File: src/sdspi_pkg.sv
`timescale 1ns / 1ps
package sdspi_pkg;

  localparam int unsigned BlockBytesDef = 512;
  localparam int unsigned NumCmds = 13;
  localparam logic [3:0] CmdRead = 4'd7;
  localparam logic [3:0] CmdWrite = 4'd8;

  typedef enum logic [1:0] {
    FUNC_CMD  = 2'd0,
    FUNC_READ = 2'd1,
    FUNC_WRITE = 2'd2,
    FUNC_BYTE = 2'd3
  } func_e;

  typedef enum logic [2:0] {
    CFG_RESP_LIMIT = 3'd0,
    CFG_TOKEN_LIMIT = 3'd1,
    CFG_BUSY_LIMIT = 3'd2,
    CFG_HIGH_CAP = 3'd3,
    CFG_CARD_READY = 3'd4
  } cfg_idx_e;

  typedef enum logic [2:0] {
    ST_OK = 3'd0,
    ST_NO_RESP = 3'd1,
    ST_NOT_READY = 3'd2,
    ST_TOKEN_TO = 3'd3,
    ST_WR_REJ = 3'd4,
    ST_BUSY_TO = 3'd5
  } status_e;

  typedef enum logic [3:0] {
    PH_IDLE, PH_CMD, PH_POLL, PH_RESP, PH_BUSY, PH_TAIL, PH_DIS,
    PH_RDTOK, PH_RDDAT, PH_RDCRC, PH_WRTOK, PH_WRDAT, PH_WRCRC, PH_WRRESP, PH_WRBUSY
  } phase_e;

  // Classified item passed from the front part to the sequencer.
  typedef struct packed {
    func_e       func;
    logic        bad_sel;
    logic [3:0]  sel;
    logic [31:0] arg;
    logic [7:0]  miso;
    logic [7:0]  wr;
  } item_t;

  typedef struct packed {
    logic        send_valid;
    logic [7:0]  mosi_byte;
    logic        chip_select;
    logic        rd_valid;
    logic [7:0]  rd_byte;
    logic        wr_taken;
    logic        done_res;
    logic [2:0]  status;
    logic [39:0] resp_value;
  } result_t;

  function automatic logic [7:0] cmd_opcode(input logic [3:0] s);
    logic [5:0] n;
    case (s)
      4'd0: n = 6'd0;
      4'd1: n = 6'd1;
      4'd2: n = 6'd8;
      4'd3: n = 6'd9;
      4'd4: n = 6'd10;
      4'd5: n = 6'd13;
      4'd6: n = 6'd16;
      4'd7: n = 6'd17;
      4'd8: n = 6'd24;
      4'd9: n = 6'd55;
      4'd10: n = 6'd58;
      4'd11: n = 6'd41;
      4'd12: n = 6'd42;
      default: n = 6'd0;
    endcase
    return {2'b01, n};
  endfunction

  function automatic logic [2:0] cmd_resp_len(input logic [3:0] s);
    logic [2:0] l;
    case (s)
      4'd2, 4'd10: l = 3'd5;
      4'd5: l = 3'd2;
      default: l = 3'd1;
    endcase
    return l;
  endfunction

  function automatic logic cmd_release(input logic [3:0] s);
    logic r;
    case (s)
      4'd3, 4'd4, 4'd7, 4'd8: r = 1'b0;
      default: r = 1'b1;
    endcase
    return r;
  endfunction

endpackage

File: src/sdspi_front.sv
`timescale 1ns / 1ps
module sdspi_front
  import sdspi_pkg::*;
#(
  parameter int unsigned BlockBytes = BlockBytesDef
) (
  input  logic        clk_i,
  input  logic        rst_ni,
  input  logic        in_valid_i,
  output logic        in_ready_o,
  input  logic [1:0]  func_i,
  input  logic [3:0]  cmd_sel_i,
  input  logic [31:0] arg_word_i,
  input  logic [7:0]  miso_byte_i,
  input  logic [7:0]  wr_byte_i,
  input  logic        high_cap_i,
  input  logic        card_ready_i,
  output logic        q_valid_o,
  input  logic        q_ready_i,
  output item_t       q_item_o
);

  localparam int unsigned Shift = $clog2(BlockBytes);

  // Two-entry queue between the front and the sequencer.
  item_t      mem_q [2];
  logic       wp_q, rp_q;
  logic [1:0] cnt_q;
  item_t      cls;
  logic       push, pop;

  // Classify the item: map block requests to their command and address.
  always_comb begin
    cls.func = func_e'(func_i);
    cls.sel = cmd_sel_i;
    cls.bad_sel = (cmd_sel_i >= 4'(NumCmds));
    cls.arg = arg_word_i;
    cls.miso = miso_byte_i;
    cls.wr = wr_byte_i;
    if (func_e'(func_i) == FUNC_READ || func_e'(func_i) == FUNC_WRITE) begin
      cls.sel = (func_e'(func_i) == FUNC_READ) ? CmdRead : CmdWrite;
      cls.bad_sel = !card_ready_i;
      if (!high_cap_i) begin
        cls.arg = arg_word_i << Shift;
      end
    end
  end

  assign in_ready_o = (cnt_q != 2'd2);
  assign push = in_valid_i && in_ready_o;
  assign pop = q_valid_o && q_ready_i;
  assign q_valid_o = (cnt_q != 2'd0);
  assign q_item_o = mem_q[rp_q];

  always_ff @(posedge clk_i) begin
    if (push) begin
      mem_q[wp_q] <= cls;
    end
  end

  always_ff @(posedge clk_i or negedge rst_ni) begin
    if (!rst_ni) begin
      wp_q <= 1'b0;
      rp_q <= 1'b0;
      cnt_q <= 2'd0;
    end else begin
      if (push) wp_q <= ~wp_q;
      if (pop) rp_q <= ~rp_q;
      cnt_q <= cnt_q + 2'(push) - 2'(pop);
    end
  end

`ifndef SYNTHESIS
  a_no_overflow: assert property (@(posedge clk_i) disable iff (!rst_ni)
    cnt_q == 2'd2 |-> !in_ready_o) else $error("queue overflow");
  a_cnt_range: assert property (@(posedge clk_i) disable iff (!rst_ni)
    cnt_q != 2'd3) else $error("queue count out of range");
  a_push_grows: assert property (@(posedge clk_i) disable iff (!rst_ni)
    push && !pop |=> cnt_q == $past(cnt_q) + 2'd1) else $error("queue count slip");
`endif

endmodule

File: src/sdspi_seq.sv
`timescale 1ns / 1ps
module sdspi_seq
  import sdspi_pkg::*;
#(
  parameter int unsigned BlockBytes = BlockBytesDef
) (
  input  logic        clk_i,
  input  logic        rst_ni,
  input  logic        q_valid_i,
  output logic        q_ready_o,
  input  item_t       q_item_i,
  input  logic [7:0]  resp_limit_i,
  input  logic [7:0]  token_limit_i,
  input  logic [7:0]  busy_limit_i,
  output logic        out_valid_o,
  input  logic        out_ready_i,
  output result_t     out_res_o
);

  localparam int unsigned CntW = $clog2(BlockBytes + 1);

  phase_e      phase_q, phase_d;
  logic [CntW-1:0] bc_q, bc_d;
  logic [7:0]  pc_q, pc_d;
  logic [39:0] rs_q, rs_d;
  logic [3:0]  cc_q, cc_d;
  logic [31:0] arg_q, arg_d;
  logic [1:0]  kind_q, kind_d;
  logic [2:0]  pend_q, pend_d;
  result_t     r, out_q;
  logic        ov_q;
  logic        take;
  item_t       it;

  assign it = q_item_i;
  assign q_ready_o = !ov_q || out_ready_i;
  assign take = q_valid_i && q_ready_o;
  assign out_valid_o = ov_q;
  assign out_res_o = out_q;

  // Sequencer: one result per item, following the SPI byte stream.
  always_comb begin
    logic [CntW-1:0] bn;
    phase_d = phase_q; bc_d = bc_q; pc_d = pc_q; rs_d = rs_q; cc_d = cc_q;
    arg_d = arg_q; kind_d = kind_q; pend_d = pend_q;
    r = '0;
    bn = bc_q + 1'b1;
    if (it.func == FUNC_BYTE) begin
      case (phase_q)
        PH_CMD: begin
          bc_d = bn;
          if (bn <= CntW'(4)) begin
            r.send_valid = 1'b1; r.chip_select = 1'b1;
            case (bn[2:0])
              3'd1: r.mosi_byte = arg_q[31:24];
              3'd2: r.mosi_byte = arg_q[23:16];
              3'd3: r.mosi_byte = arg_q[15:8];
              default: r.mosi_byte = arg_q[7:0];
            endcase
          end else if (bn == CntW'(5)) begin
            r.send_valid = 1'b1; r.chip_select = 1'b1;
            r.mosi_byte = (cc_q == 4'd0) ? 8'h95 : ((cc_q == 4'd2) ? 8'h87 : 8'h01);
          end else if (resp_limit_i == 8'd0) begin
            pend_d = ST_NO_RESP; phase_d = PH_DIS; bc_d = '0;
            r.send_valid = 1'b1; r.chip_select = 1'b1; r.mosi_byte = 8'hff;
          end else begin
            phase_d = PH_POLL; pc_d = 8'd1;
            r.send_valid = 1'b1; r.chip_select = 1'b1; r.mosi_byte = 8'hff;
          end
        end
        PH_POLL, PH_RESP, PH_BUSY: begin
          logic go_after;
          go_after = 1'b0;
          if (phase_q == PH_POLL) begin
            if (!it.miso[7]) begin
              rs_d = {32'd0, it.miso};
              if (cmd_resp_len(cc_q) > 3'd1) begin
                phase_d = PH_RESP; bc_d = CntW'(1);
                r.send_valid = 1'b1; r.chip_select = 1'b1; r.mosi_byte = 8'hff;
              end else go_after = 1'b1;
            end else if (pc_q < resp_limit_i) begin
              pc_d = pc_q + 8'd1;
              r.send_valid = 1'b1; r.chip_select = 1'b1; r.mosi_byte = 8'hff;
            end else begin
              pend_d = ST_NO_RESP; phase_d = PH_DIS; bc_d = '0;
              r.send_valid = 1'b1; r.chip_select = 1'b1; r.mosi_byte = 8'hff;
            end
          end else if (phase_q == PH_RESP) begin
            rs_d = {rs_q[31:0], it.miso};
            bc_d = bn;
            if (bn < CntW'(cmd_resp_len(cc_q))) begin
              r.send_valid = 1'b1; r.chip_select = 1'b1; r.mosi_byte = 8'hff;
            end else go_after = 1'b1;
          end else begin
            go_after = 1'b1;
            if (it.miso == 8'd0 && pc_q < resp_limit_i) begin
              go_after = 1'b0;
              pc_d = pc_q + 8'd1;
              r.send_valid = 1'b1; r.chip_select = 1'b1; r.mosi_byte = 8'hff;
            end
          end
          // No listed command uses busy, so after the response comes release, a block data token, or the final result.
          if (go_after) begin
            r.send_valid = 1'b1; r.chip_select = 1'b1;
            if (cmd_release(cc_q)) begin
              phase_d = PH_TAIL; r.mosi_byte = 8'hff;
            end else if (kind_q == FUNC_READ) begin
              r.mosi_byte = 8'hff;
              if (token_limit_i == 8'd0) begin
                pend_d = ST_TOKEN_TO; phase_d = PH_DIS; bc_d = '0;
              end else begin
                phase_d = PH_RDTOK; pc_d = 8'd1;
              end
            end else if (kind_q == FUNC_WRITE) begin
              phase_d = PH_WRTOK; r.mosi_byte = 8'hfe;
            end else begin
              r.send_valid = 1'b0; r.chip_select = 1'b0;
              phase_d = PH_IDLE; r.done_res = 1'b1; r.status = ST_OK;
              r.resp_value = rs_d;
            end
          end
        end
        PH_TAIL: begin
          pend_d = ST_OK; phase_d = PH_DIS; bc_d = '0;
          r.send_valid = 1'b1; r.chip_select = 1'b1; r.mosi_byte = 8'hff;
        end
        PH_DIS: begin
          bc_d = bn;
          if (bn < CntW'(3)) begin
            r.send_valid = 1'b1; r.mosi_byte = 8'hff;
          end else begin
            phase_d = PH_IDLE; r.done_res = 1'b1; r.status = pend_q;
            r.resp_value = rs_q;
          end
        end
        PH_RDTOK: begin
          r.send_valid = 1'b1; r.chip_select = 1'b1; r.mosi_byte = 8'hff;
          if (it.miso == 8'hfe) begin
            phase_d = PH_RDDAT; bc_d = '0;
          end else if (pc_q < token_limit_i) begin
            pc_d = pc_q + 8'd1;
          end else begin
            pend_d = ST_TOKEN_TO; phase_d = PH_DIS; bc_d = '0;
          end
        end
        PH_RDDAT: begin
          r.rd_valid = 1'b1; r.rd_byte = it.miso;
          r.send_valid = 1'b1; r.chip_select = 1'b1; r.mosi_byte = 8'hff;
          bc_d = bn;
          if (bn >= CntW'(BlockBytes)) begin
            phase_d = PH_RDCRC; bc_d = '0;
          end
        end
        PH_RDCRC: begin
          bc_d = bn;
          r.send_valid = 1'b1; r.chip_select = 1'b1; r.mosi_byte = 8'hff;
          if (bn >= CntW'(2)) begin
            pend_d = ST_OK; phase_d = PH_DIS; bc_d = '0;
          end
        end
        PH_WRTOK: begin
          phase_d = PH_WRDAT; bc_d = '0;
          r.wr_taken = 1'b1;
          r.send_valid = 1'b1; r.chip_select = 1'b1; r.mosi_byte = it.wr;
        end
        PH_WRDAT: begin
          bc_d = bn;
          r.send_valid = 1'b1; r.chip_select = 1'b1;
          if (bn < CntW'(BlockBytes)) begin
            r.wr_taken = 1'b1; r.mosi_byte = it.wr;
          end else begin
            phase_d = PH_WRCRC; bc_d = '0; r.mosi_byte = 8'hff;
          end
        end
        PH_WRCRC: begin
          bc_d = bn;
          if (bn >= CntW'(2)) phase_d = PH_WRRESP;
          r.send_valid = 1'b1; r.chip_select = 1'b1; r.mosi_byte = 8'hff;
        end
        PH_WRRESP: begin
          r.send_valid = 1'b1; r.chip_select = 1'b1; r.mosi_byte = 8'hff;
          if (it.miso[4:0] != 5'h05) begin
            pend_d = ST_WR_REJ; phase_d = PH_DIS; bc_d = '0;
          end else if (busy_limit_i == 8'd0) begin
            pend_d = ST_BUSY_TO; phase_d = PH_DIS; bc_d = '0;
          end else begin
            phase_d = PH_WRBUSY; pc_d = 8'd1;
          end
        end
        PH_WRBUSY: begin
          r.send_valid = 1'b1; r.chip_select = 1'b1; r.mosi_byte = 8'hff;
          if (it.miso == 8'hff) begin
            pend_d = ST_OK; phase_d = PH_DIS; bc_d = '0;
          end else if (pc_q < busy_limit_i) begin
            pc_d = pc_q + 8'd1;
          end else begin
            pend_d = ST_BUSY_TO; phase_d = PH_DIS; bc_d = '0;
          end
        end
        default: phase_d = PH_IDLE;
      endcase
    end else if (phase_q == PH_IDLE) begin
      rs_d = '0;
      if (it.bad_sel) begin
        r.done_res = 1'b1;
        r.status = (it.func == FUNC_CMD) ? ST_NO_RESP : ST_NOT_READY;
      end else begin
        cc_d = it.sel; arg_d = it.arg; kind_d = it.func;
        phase_d = PH_CMD; bc_d = '0;
        r.send_valid = 1'b1; r.chip_select = 1'b1; r.mosi_byte = cmd_opcode(it.sel);
      end
    end
  end

  always_ff @(posedge clk_i) begin
    if (take) begin
      out_q <= r;
    end
  end

  always_ff @(posedge clk_i or negedge rst_ni) begin
    if (!rst_ni) begin
      phase_q <= PH_IDLE; bc_q <= '0; pc_q <= '0; rs_q <= '0; cc_q <= '0;
      arg_q <= '0; kind_q <= '0; pend_q <= '0; ov_q <= 1'b0;
    end else begin
      if (take) begin
        phase_q <= phase_d; bc_q <= bc_d; pc_q <= pc_d; rs_q <= rs_d; cc_q <= cc_d;
        arg_q <= arg_d; kind_q <= kind_d; pend_q <= pend_d;
        ov_q <= 1'b1;
      end else if (out_ready_i) begin
        ov_q <= 1'b0;
      end
    end
  end

`ifndef SYNTHESIS
  a_done_idle: assert property (@(posedge clk_i) disable iff (!rst_ni)
    take && r.done_res |=> phase_q == PH_IDLE) else $error("done without idle");
  a_done_no_send: assert property (@(posedge clk_i) disable iff (!rst_ni)
    ov_q && out_q.done_res |-> !out_q.send_valid) else $error("done with send");
  a_rd_in_data: assert property (@(posedge clk_i) disable iff (!rst_ni)
    take && r.rd_valid |-> phase_q == PH_RDDAT) else $error("stray read byte");
`endif

endmodule

File: src/sd_spi_command_block_transfer.sv
`timescale 1ns / 1ps
// SD card host sequencer in SPI mode for one card.
// Input channel (in_valid_i/in_ready_o): a request (func 0 command, 1 block
// read, 2 block write) or a func 3 item that reports the byte just received.
// Output channel (out_valid_o/out_ready_i): one result per item, naming the
// next byte to exchange, a read data byte, or the final status.
// An item is written into the queue at the edge that accepts it, and the
// sequencer registers its result in the output register at the edge that
// takes the item from the queue. Throughput: one item per cycle while the
// receiver accepts results (out_ready_i high).
// Configuration is a plain write port (cfg_we_i, cfg_idx_i, cfg_data_i); the user must
// write it only while idle, as the block itself does not enforce this.
// Reset puts all limits to 100, clears high-capacity and card-ready, and
// returns the sequencer to idle with an empty queue.
// When the receiver stalls, the result waits in the output register, the
// two-entry queue fills, and then in_ready_o falls.
module sd_spi_command_block_transfer
  import sdspi_pkg::*;
#(
  parameter int unsigned BlockBytes = BlockBytesDef
) (
  input  logic        clk_i,
  input  logic        rst_ni,
  input  logic        cfg_we_i,
  input  logic [2:0]  cfg_idx_i,
  input  logic [7:0]  cfg_data_i,
  input  logic        in_valid_i,
  output logic        in_ready_o,
  input  logic [1:0]  func_i,
  input  logic [3:0]  cmd_sel_i,
  input  logic [31:0] arg_word_i,
  input  logic [7:0]  miso_byte_i,
  input  logic [7:0]  wr_byte_i,
  output logic        out_valid_o,
  input  logic        out_ready_i,
  output logic        send_valid_o,
  output logic [7:0]  mosi_byte_o,
  output logic        chip_select_o,
  output logic        rd_valid_o,
  output logic [7:0]  rd_byte_o,
  output logic        wr_taken_o,
  output logic        done_res_o,
  output logic [2:0]  status_o,
  output logic [39:0] resp_value_o
);

  logic [7:0] resp_lim_q, tok_lim_q, busy_lim_q;
  logic       hc_q, rdy_q;
  logic       q_valid, q_ready;
  item_t      q_item;
  result_t    res;

  // Configuration registers.
  always_ff @(posedge clk_i or negedge rst_ni) begin
    if (!rst_ni) begin
      resp_lim_q <= 8'd100; tok_lim_q <= 8'd100; busy_lim_q <= 8'd100;
      hc_q <= 1'b0; rdy_q <= 1'b0;
    end else if (cfg_we_i) begin
      case (cfg_idx_e'(cfg_idx_i))
        CFG_RESP_LIMIT: resp_lim_q <= cfg_data_i;
        CFG_TOKEN_LIMIT: tok_lim_q <= cfg_data_i;
        CFG_BUSY_LIMIT: busy_lim_q <= cfg_data_i;
        CFG_HIGH_CAP: hc_q <= cfg_data_i[0];
        CFG_CARD_READY: rdy_q <= cfg_data_i[0];
        default: ;
      endcase
    end
  end

  sdspi_front #(.BlockBytes(BlockBytes)) u_front (
    .clk_i, .rst_ni, .in_valid_i, .in_ready_o, .func_i, .cmd_sel_i, .arg_word_i,
    .miso_byte_i, .wr_byte_i, .high_cap_i(hc_q), .card_ready_i(rdy_q),
    .q_valid_o(q_valid), .q_ready_i(q_ready), .q_item_o(q_item)
  );

  sdspi_seq #(.BlockBytes(BlockBytes)) u_seq (
    .clk_i, .rst_ni, .q_valid_i(q_valid), .q_ready_o(q_ready), .q_item_i(q_item),
    .resp_limit_i(resp_lim_q), .token_limit_i(tok_lim_q), .busy_limit_i(busy_lim_q),
    .out_valid_o, .out_ready_i, .out_res_o(res)
  );

  assign send_valid_o = res.send_valid;
  assign mosi_byte_o = res.mosi_byte;
  assign chip_select_o = res.chip_select;
  assign rd_valid_o = res.rd_valid;
  assign rd_byte_o = res.rd_byte;
  assign wr_taken_o = res.wr_taken;
  assign done_res_o = res.done_res;
  assign status_o = res.status;
  assign resp_value_o = res.resp_value;

endmodule
File: config.mk
export PLATFORM = sky130hd
export DESIGN_NAME = sd_spi_command_block_transfer
export DESIGN_NICKNAME = d
export VERILOG_FILES = /design/src/sdspi_pkg.sv /design/src/sdspi_front.sv /design/src/sdspi_seq.sv /design/src/sd_spi_command_block_transfer.sv
export SDC_FILE = /design/constraint.sdc
export NUM_CORES = 1
export LEC_CHECK = 0
export ABC_AREA = 1
export CORE_MARGIN = 2
export CORE_UTILIZATION = 40
export DETAILED_ROUTE_END_ITERATION = 7
export DONT_BUFFER_PORTS = 1
export GPL_TIMING_DRIVEN = 1
export PLACE_DENSITY = 0.59
export SLEW_MARGIN = 20
export SYNTH_ARGS = -nofsm -noshare
export SYNTH_HDL_FRONTEND = slang
export SYNTH_SLANG_ARGS = --single-unit
File: constraint.sdc
create_clock -name clk_i -period 4.25 [get_ports clk_i]
set_input_delay 0.85 -clock clk_i [delete_from_list [all_inputs] [get_ports clk_i]]
set_output_delay 0.85 -clock clk_i [all_outputs]
set_load 0.05 [all_outputs]
==> summary.txt, run 1 <==
Outcome
  • Status: complete, no violations

Synth
  • Syn Area/Cell: 8.54 sq um
  • Post-synth top area share: 32.4%
  • Synth Net Count: 1,994
  • Netlist cell types: 51
  • Count leader, synth: nand2_1
  • Post-synthesis cell count: 1,885
  • Post-synth top area cell: edfxtp_1
  • Sequential fraction of the synthesis area: 53.3%
  • Synthesized cell area: 0.0161 sq mm
  • Number of synthesized flops with an enable pin: 174
  • #FFs+latches synth: 308
  • Commonest cells post-synth: nand2_1 (440), inv_1 (228), nor2_1 (194), edfxtp_1 (174), nand3_1 (146)
  • Synth warnings: 0
  • Main flop type after synthesis: edfxtp_1
  • Top cells by area, synth: edfxtp_1 (32%), dfrtp_1 (19%), nand2_1 (10%), inv_1 (5.3%), nand3_1 (4.5%)
  • Async SR Flop Fraction: 43.5%

Routing
  • Via density per instance: 5.33
  • Post-Route WL: 43,700 um
  • # DRC: 0
  • Antenna Nets Post-Route: 0
  • Via count: 12,903
  • Drt wl/cell: 18.1 um
  • DRT Pass-1 Iters: 5
  • Detailed router's first-iteration violation count: 1,085

Critical path
  • Crit. End Element: flip-flop
  • Critical path, cell by cell: ha_1 -> nand2_1 -> nand2_2 -> inv_1 -> ha_1 -> nand2_1 -> nand2_1 -> nor2_1 -> nand2_1 -> nand2_4 -> nand2_4 -> nand3b_4 -> inv_2 -> nand3_1 -> a21oi_1
  • Max stage delay on crit path: 0.65 ns
  • Startpoint Class: flip-flop
  • Crit-path max FO: 33
  • Slowest CP cell: dfrtp_1
  • Levels on crit path: 15
  • CP required: 4.62 ns
  • Most common cell on crit path: nand2_1
  • CP Class: reg -> reg
  • Reg2Reg Depth: 15
  • WP buf/inv: 2
  • Crit path DAT: 4.01 ns
  • Worst path top cell family by delay: simple AND/OR/NAND/NOR gates

STA
  • Final max-slew violation count: 0
  • Final setup fails: 0
  • Final cycle utilization of the critical path: 85.7%
  • Worst Clk Skew: 0.0201 ns
  • Slew @ Worst Pin: 0.947 ns
  • Endpoints failing hold: 0
  • Min cycle time layout: 3.64 ns
  • Final worst setup slack: 0.610 ns
  • Peak Freq: 275 MHz
  • Post-route setup TNS: 0 ns
  • Max-slew headroom: 36.6%
  • Unrepaired setup endpoints after global routing: false

Final layout
  • ANT cells: 0
  • Fin nets: 1,977
  • Ratio of cells with drive above 1 in the final layout: 7.59%
  • Area Growth Syn to Fin: 10.9%
  • Core Util, Final: 45.0%

Clocking
  • CTS tree: yes
  • Clock Path Buffers: 3
  • Clk slew on worst S/H paths: 0.06 ns
  • Clk sinks: 308
  • CTS Root Cell: clkbuf_16
  • Total CTS buffers: 36
  • H-tree levels: 2
  • Clock Latency Late Sink: 0.56 ns
  • Post-cts sizing count: 0

GRT
  • Initial antenna violation count: 0
  • Number of global-route vias before repair: 12,329
  • Total GRT Usage: 21.2%
  • First-pass GRT wire length: 69,000 um
  • Largest net degree at the start of global routing: 126
  • GR Overflow Total: 0

Die
  • Die X: 205 um
  • Die area: 0.0419 sq mm
  • Row count: 73
  • Initial Utilization: 40.5%
  • Core area: 0.0397 sq mm
  • Num ports: 136
  • Die span in y: 205 um

Placement
  • # port buffers: 0
  • Hpwl dp: 29,800 um
  • Routability Congestion: 0.913
  • Pre-CTS WS: 0.685 ns

Power
  • Power Dens Cells: 781 mW/mm^2
  • Max rail drop VDD: 0.000397 V
  • Lkg Pwr: 0.00751 uW

Worst hold path
  • Hold Crit Class: in -> async

Run
  • Max Cap Viol: 0
## where the power goes
| part | total [uW] | switching (uW) | internal, uW |
|---|---|---|---|
| Sequential | 5680 | 1440 | 4240 |
| Clock | 3190 | 1270 | 1920 |
| Combinational | 5090 | 3680 | 1410 |
## state kept, by name, summed over array words and instances, names as in the netlist
| register | flops |
|---|---|
| u_front.mem_q | 110 |
| u_seq.out_res_o | 64 |
| u_seq.rs_q | 40 |
| u_seq.arg_q | 32 |
| u_seq.bc_q | 10 |
| busy_lim_q | 8 |
| resp_lim_q | 8 |
| tok_lim_q | 8 |
| u_seq.pc_q | 8 |
| u_seq.cc_q | 4 |
| u_seq.phase_q | 4 |
| u_seq.pend_q | 3 |
| u_front.cnt_q | 2 |
| u_seq.kind_q | 2 |
| hc_q | 1 |
| rdy_q | 1 |
| u_front.rp_q | 1 |
| u_front.wp_q | 1 |
| u_seq.out_valid_o | 1 |
## cell usage in the layout, fill, tap and decap left out, drive strengths merged, types with 11 or more instances in the layout
cell type and instances:
ha 39, nand4 27, nor2 209, clkbuf 50, buf 21, nand2 448
dfrtp 125, o211ai 27, a21oi 89, o22ai 47, a31oi 35, nand3 150
edfxtp 174, o21ai 131, inv 240, nor3 12, or2 11
## per-layer routing
metal  vias up  track usage [%]  share of wire, %
met5         -                0                 0
met1      6129             29.5                45
met3        68             4.44               6.7
li1       6293                -                 -
met4         0             7.19               2.5
met2       413             32.9                46
## worst reg2reg max path, cell delays in order (launching register included)
cell and delay (ns):
dfrtp_1 0.65, ha_1 0.38, nand2_1 0.15, nand2_2 0.21, inv_1 0.12, ha_1 0.28
nand2_1 0.05, nand2_1 0.05, nor2_1 0.04, nand2_1 0.15, nand2_4 0.10, nand2_4 0.16
nand3b_4 0.19, inv_2 0.53, nand3_1 0.15, a21oi_1 0.24
## stage by stage
step,hold slack (ns),cells,instance area [sq um],power (uW)
after floorplan,0.448,1885,16100,9210
after global placement,0.469,2354,16600,10700
after detailed placement,0.474,2354,16600,10800
after CTS,0.0971,2421,17900,14100
after global routing,0.103,2421,17900,14900
final,0.131,2421,17900,14000
## final cells by class
class	instances	area, sq um
timing repair buffer	21	178
fill	3838	21900
tap	525	657
sequential	308	8590
clock inverter	16	219
inverter	241	905
clock buffer	50	1010
multi-input combinational	1260	6310
## worst paths after layout
kind                                from             endpoint  slack, ns
setup / recovery           u_seq.bc_q[0]  u_seq.out_res_o[32]       0.61
hold / removal                    rst_ni         tok_lim_q[2]       0.13
setup reg to reg           u_seq.bc_q[0]  u_seq.out_res_o[32]       0.61
hold reg to reg            resp_lim_q[4]        resp_lim_q[4]       0.49
max in group asynchronous         rst_ni       u_seq.rs_q[36]       3.39
min in group clk_i          wr_byte_i[7]  u_front.mem_q[0][7]       0.38
## cell families after synthesis
| group | Yosys count | synth area share, % |
|---|---|---|
| AO/OA/AOI/OAI | 351 | 12.5 |
| XOR/XNOR | 7 | 0.381 |
| adder cells (fa/ha/maj) | 39 | 3.03 |
| buffers and inverters | 317 | 7.80 |
| flip-flops | 308 | 53.3 |
| multiplexers | 1 | 0.0622 |
| AND/OR/NAND/NOR | 862 | 22.9 |
## timing repair
action / CTS / global route
endpoints found under the hold margin: 125 / 0
hold buffers: 1 / 0
buffers inserted: 0 / 0
No activity file was read; power rests on OpenSTA's default activity.
==> run 2: changes to the inputs <==
--- a/config.mk
+++ b/config.mk
@@ -6,12 +6,12 @@
 export NUM_CORES = 1
 export LEC_CHECK = 0
 export ABC_AREA = 1
+export BUFFER_PORTS_ARGS = -buffer_cell sky130_fd_sc_hd__clkbuf_2
 export CORE_MARGIN = 2
 export CORE_UTILIZATION = 40
 export DETAILED_ROUTE_END_ITERATION = 7
-export DONT_BUFFER_PORTS = 1
 export GPL_TIMING_DRIVEN = 1
-export PLACE_DENSITY = 0.59
+export PLACE_DENSITY = 0.62
 export SLEW_MARGIN = 20
 export SYNTH_ARGS = -nofsm -noshare
 export SYNTH_HDL_FRONTEND = slang
==> run 2 against run 1 <==
Against the previous run:
- sequential share of layout area is 1.6 points lower
- power grew 0.28%
- fmax rose by 8.0%
- worst setup slack better by 0.27 ns
- via count is 4.4% higher
- non-clock buffer count increased by 138
- final cell count increased by 5.7%
- wire length increased by 1.3%
- sequential cell count unchanged
- design area rose by 3.5%
- global-route usage up 0.10 points
- die area unchanged
- critical path type unchanged
==> summary.txt, run 2 (synthesis gave the netlist of run 1 again) <==
Die
  • Die span in y: 205 um
  • Initial Utilization: 40.5%
  • Die X: 205 um
  • Row count: 73
  • Core area: 0.0397 sq mm
  • Die area: 0.0419 sq mm
  • Num ports: 136

Critical path
  • Crit. End Element: flip-flop
  • Crit path DAT: 3.76 ns
  • Crit-path max FO: 33
  • Reg2Reg Depth: 15
  • Startpoint Class: flip-flop
  • Reg2Reg Setup Slack: 0.88 ns
  • CP Class: reg -> reg
  • Reg-to-Reg End: u_seq.out_res_o[10]
  • CP required: 4.64 ns
  • RR Startpoint: u_seq.bc_q[0]

GRT
  • Largest net degree at the start of global routing: 90
  • First-pass GRT wire length: 69,700 um
  • Number of global-route vias before repair: 12,750
  • GR Overflow Total: 0
  • Initial antenna violation count: 0
  • Total GRT Usage: 21.3%

Placement
  • # port buffers: 135
  • Routability Congestion: 0.932
  • Hpwl dp: 30,600 um
  • Post-Place Cells: 2,493

Routing
  • Antenna Nets Post-Route: 0
  • # DRC: 0
  • Post-Route WL: 44,300 um
  • DRT Pass-1 Iters: 7
  • Via count: 13,472
  • Drt wl/cell: 17.3 um
  • Via density per instance: 5.26
  • Detailed router's first-iteration violation count: 1,186

Final layout
  • Commonest cells after routing, fill and taps aside: nand2_1 (439), inv_1 (228), nor2_1 (191), edfxtp_1 (174), nand3_1 (146)
  • Finished Layout Cells: 2,559
  • Max reg flops: 110
  • Ratio of cells with drive above 1 in the final layout: 14.2%
  • Core Util, Final: 46.5%
  • Fillers: 3,841
  • Most common cell after layout, fill and taps aside: nand2_1
  • Fin nets: 2,115
  • Top reg by flops: u_front.mem_q
  • ANT cells: 0
  • Area taken by multi-input logic gates: 0.00631 sq mm
  • Area Growth Syn to Fin: 14.8%
  • Reg area: 0.00859 sq mm

STA
  • Post-route setup TNS: 0 ns
  • Peak Freq: 297 MHz
  • Final cycle utilization of the critical path: 79.3%
  • Min cycle time layout: 3.37 ns
  • Worst Clk Skew: 0.0266 ns
  • Final setup fails: 0
  • Endpoints failing hold: 0
  • Max-slew headroom: 34.7%
  • Slew @ Worst Pin: 0.980 ns
  • Final max-slew violation count: 0
  • Unrepaired setup endpoints after global routing: false

Power
  • Max rail drop VDD: 0.000465 V
  • Power Dens Cells: 757 mW/mm^2
  • Total Power: 14,000 uW
  • Lkg Pwr: 0.00807 uW

Clocking
  • Total CTS buffers: 36
  • H-tree levels: 2
  • CTS tree: yes
  • Clk slew on worst S/H paths: 0.06 ns
  • Setup Fix Bufs, Post-CTS: 0
  • Clock Path Buffers: 3
  • Post-cts sizing count: 0
  • Clk sinks: 308
  • CTS Root Cell: clkbuf_16
  • Clock Latency Late Sink: 0.56 ns
  • CTS Hold Bufs: 0

Worst hold path
  • Hold Crit Class: in -> async

Run
  • Max Cap Viol: 0

Outcome
  • Status: complete, no violations
==> run 2: how the worst max path moves through the flow <==
stage,from,depth (start not counted),slack [ns],endpoint
after floorplan,in_valid_i,2,0.49,u_front.mem_q[1][0]
after global placement,u_seq.bc_q[0],15,1.11,u_seq.out_res_o[9]
after detailed placement,u_seq.bc_q[0],15,0.94,u_seq.out_res_o[10]
after CTS,u_seq.bc_q[0],15,0.91,u_seq.out_res_o[10]
after global routing,u_seq.bc_q[0],15,0.56,u_seq.out_res_o[10]
final,u_seq.bc_q[0],15,0.88,u_seq.out_res_o[10]
==> run 2: where the power goes <==
| part | internal (uW) | switching [uW] |
|---|---|---|
| combinational | 1600 | 4680 |
| sequential | 4220 | 524 |
| clock | 1690 | 1280 |
| total | 7510 | 6490 |
==> run 2: per-stage QoR <==
| stage | instance area [sq um] | worst slack, ns | hold WS [ns] |
|---|---|---|---|
| after floorplan | 16100 | 0.493 | 0.448 |
| after global placement | 17300 | 1.11 | 0.467 |
| after detailed placement | 17300 | 0.938 | 0.472 |
| after CTS | 18500 | 0.909 | 0.431 |
| after global routing | 18500 | 0.555 | 0.440 |
| final | 18500 | 0.880 | 0.377 |
==> run 2: worst max-delay path: stages, from the launching register on <==
cell	delay (ns)
dfrtp_1	0.52
ha_1	0.35
or2_1	0.24
nand2_2	0.17
inv_1	0.12
ha_1	0.28
nand2_1	0.05
nand2_1	0.05
nor2_1	0.04
nand2_1	0.12
nand2_4	0.08
nand2_4	0.15
nand3b_4	0.16
inv_2	0.50
nand3_1	0.16
a21oi_1	0.18
==> run 2: per-layer routing <==
layer  vias to the layer above  part of all wire (%)  GRT usage (%)
li1                       6571                     -              -
met1                      6374                    46           30.7
met2                       448                    45           32.3
met3                        79                   5.9           3.50
met4                         0                   2.8           7.45
met5                         -                     0              0
==> run 2: layout make-up <==
class	instances	share of cell area, %
Sequential cell	308	46.5
Timing Repair Buffer	159	4.80
Inverter	241	4.89
Tap cell	525	3.55
Clock buffer	42	5.16
Multi-Input combinational cell	1260	34.1
Clock inverter	24	1.00
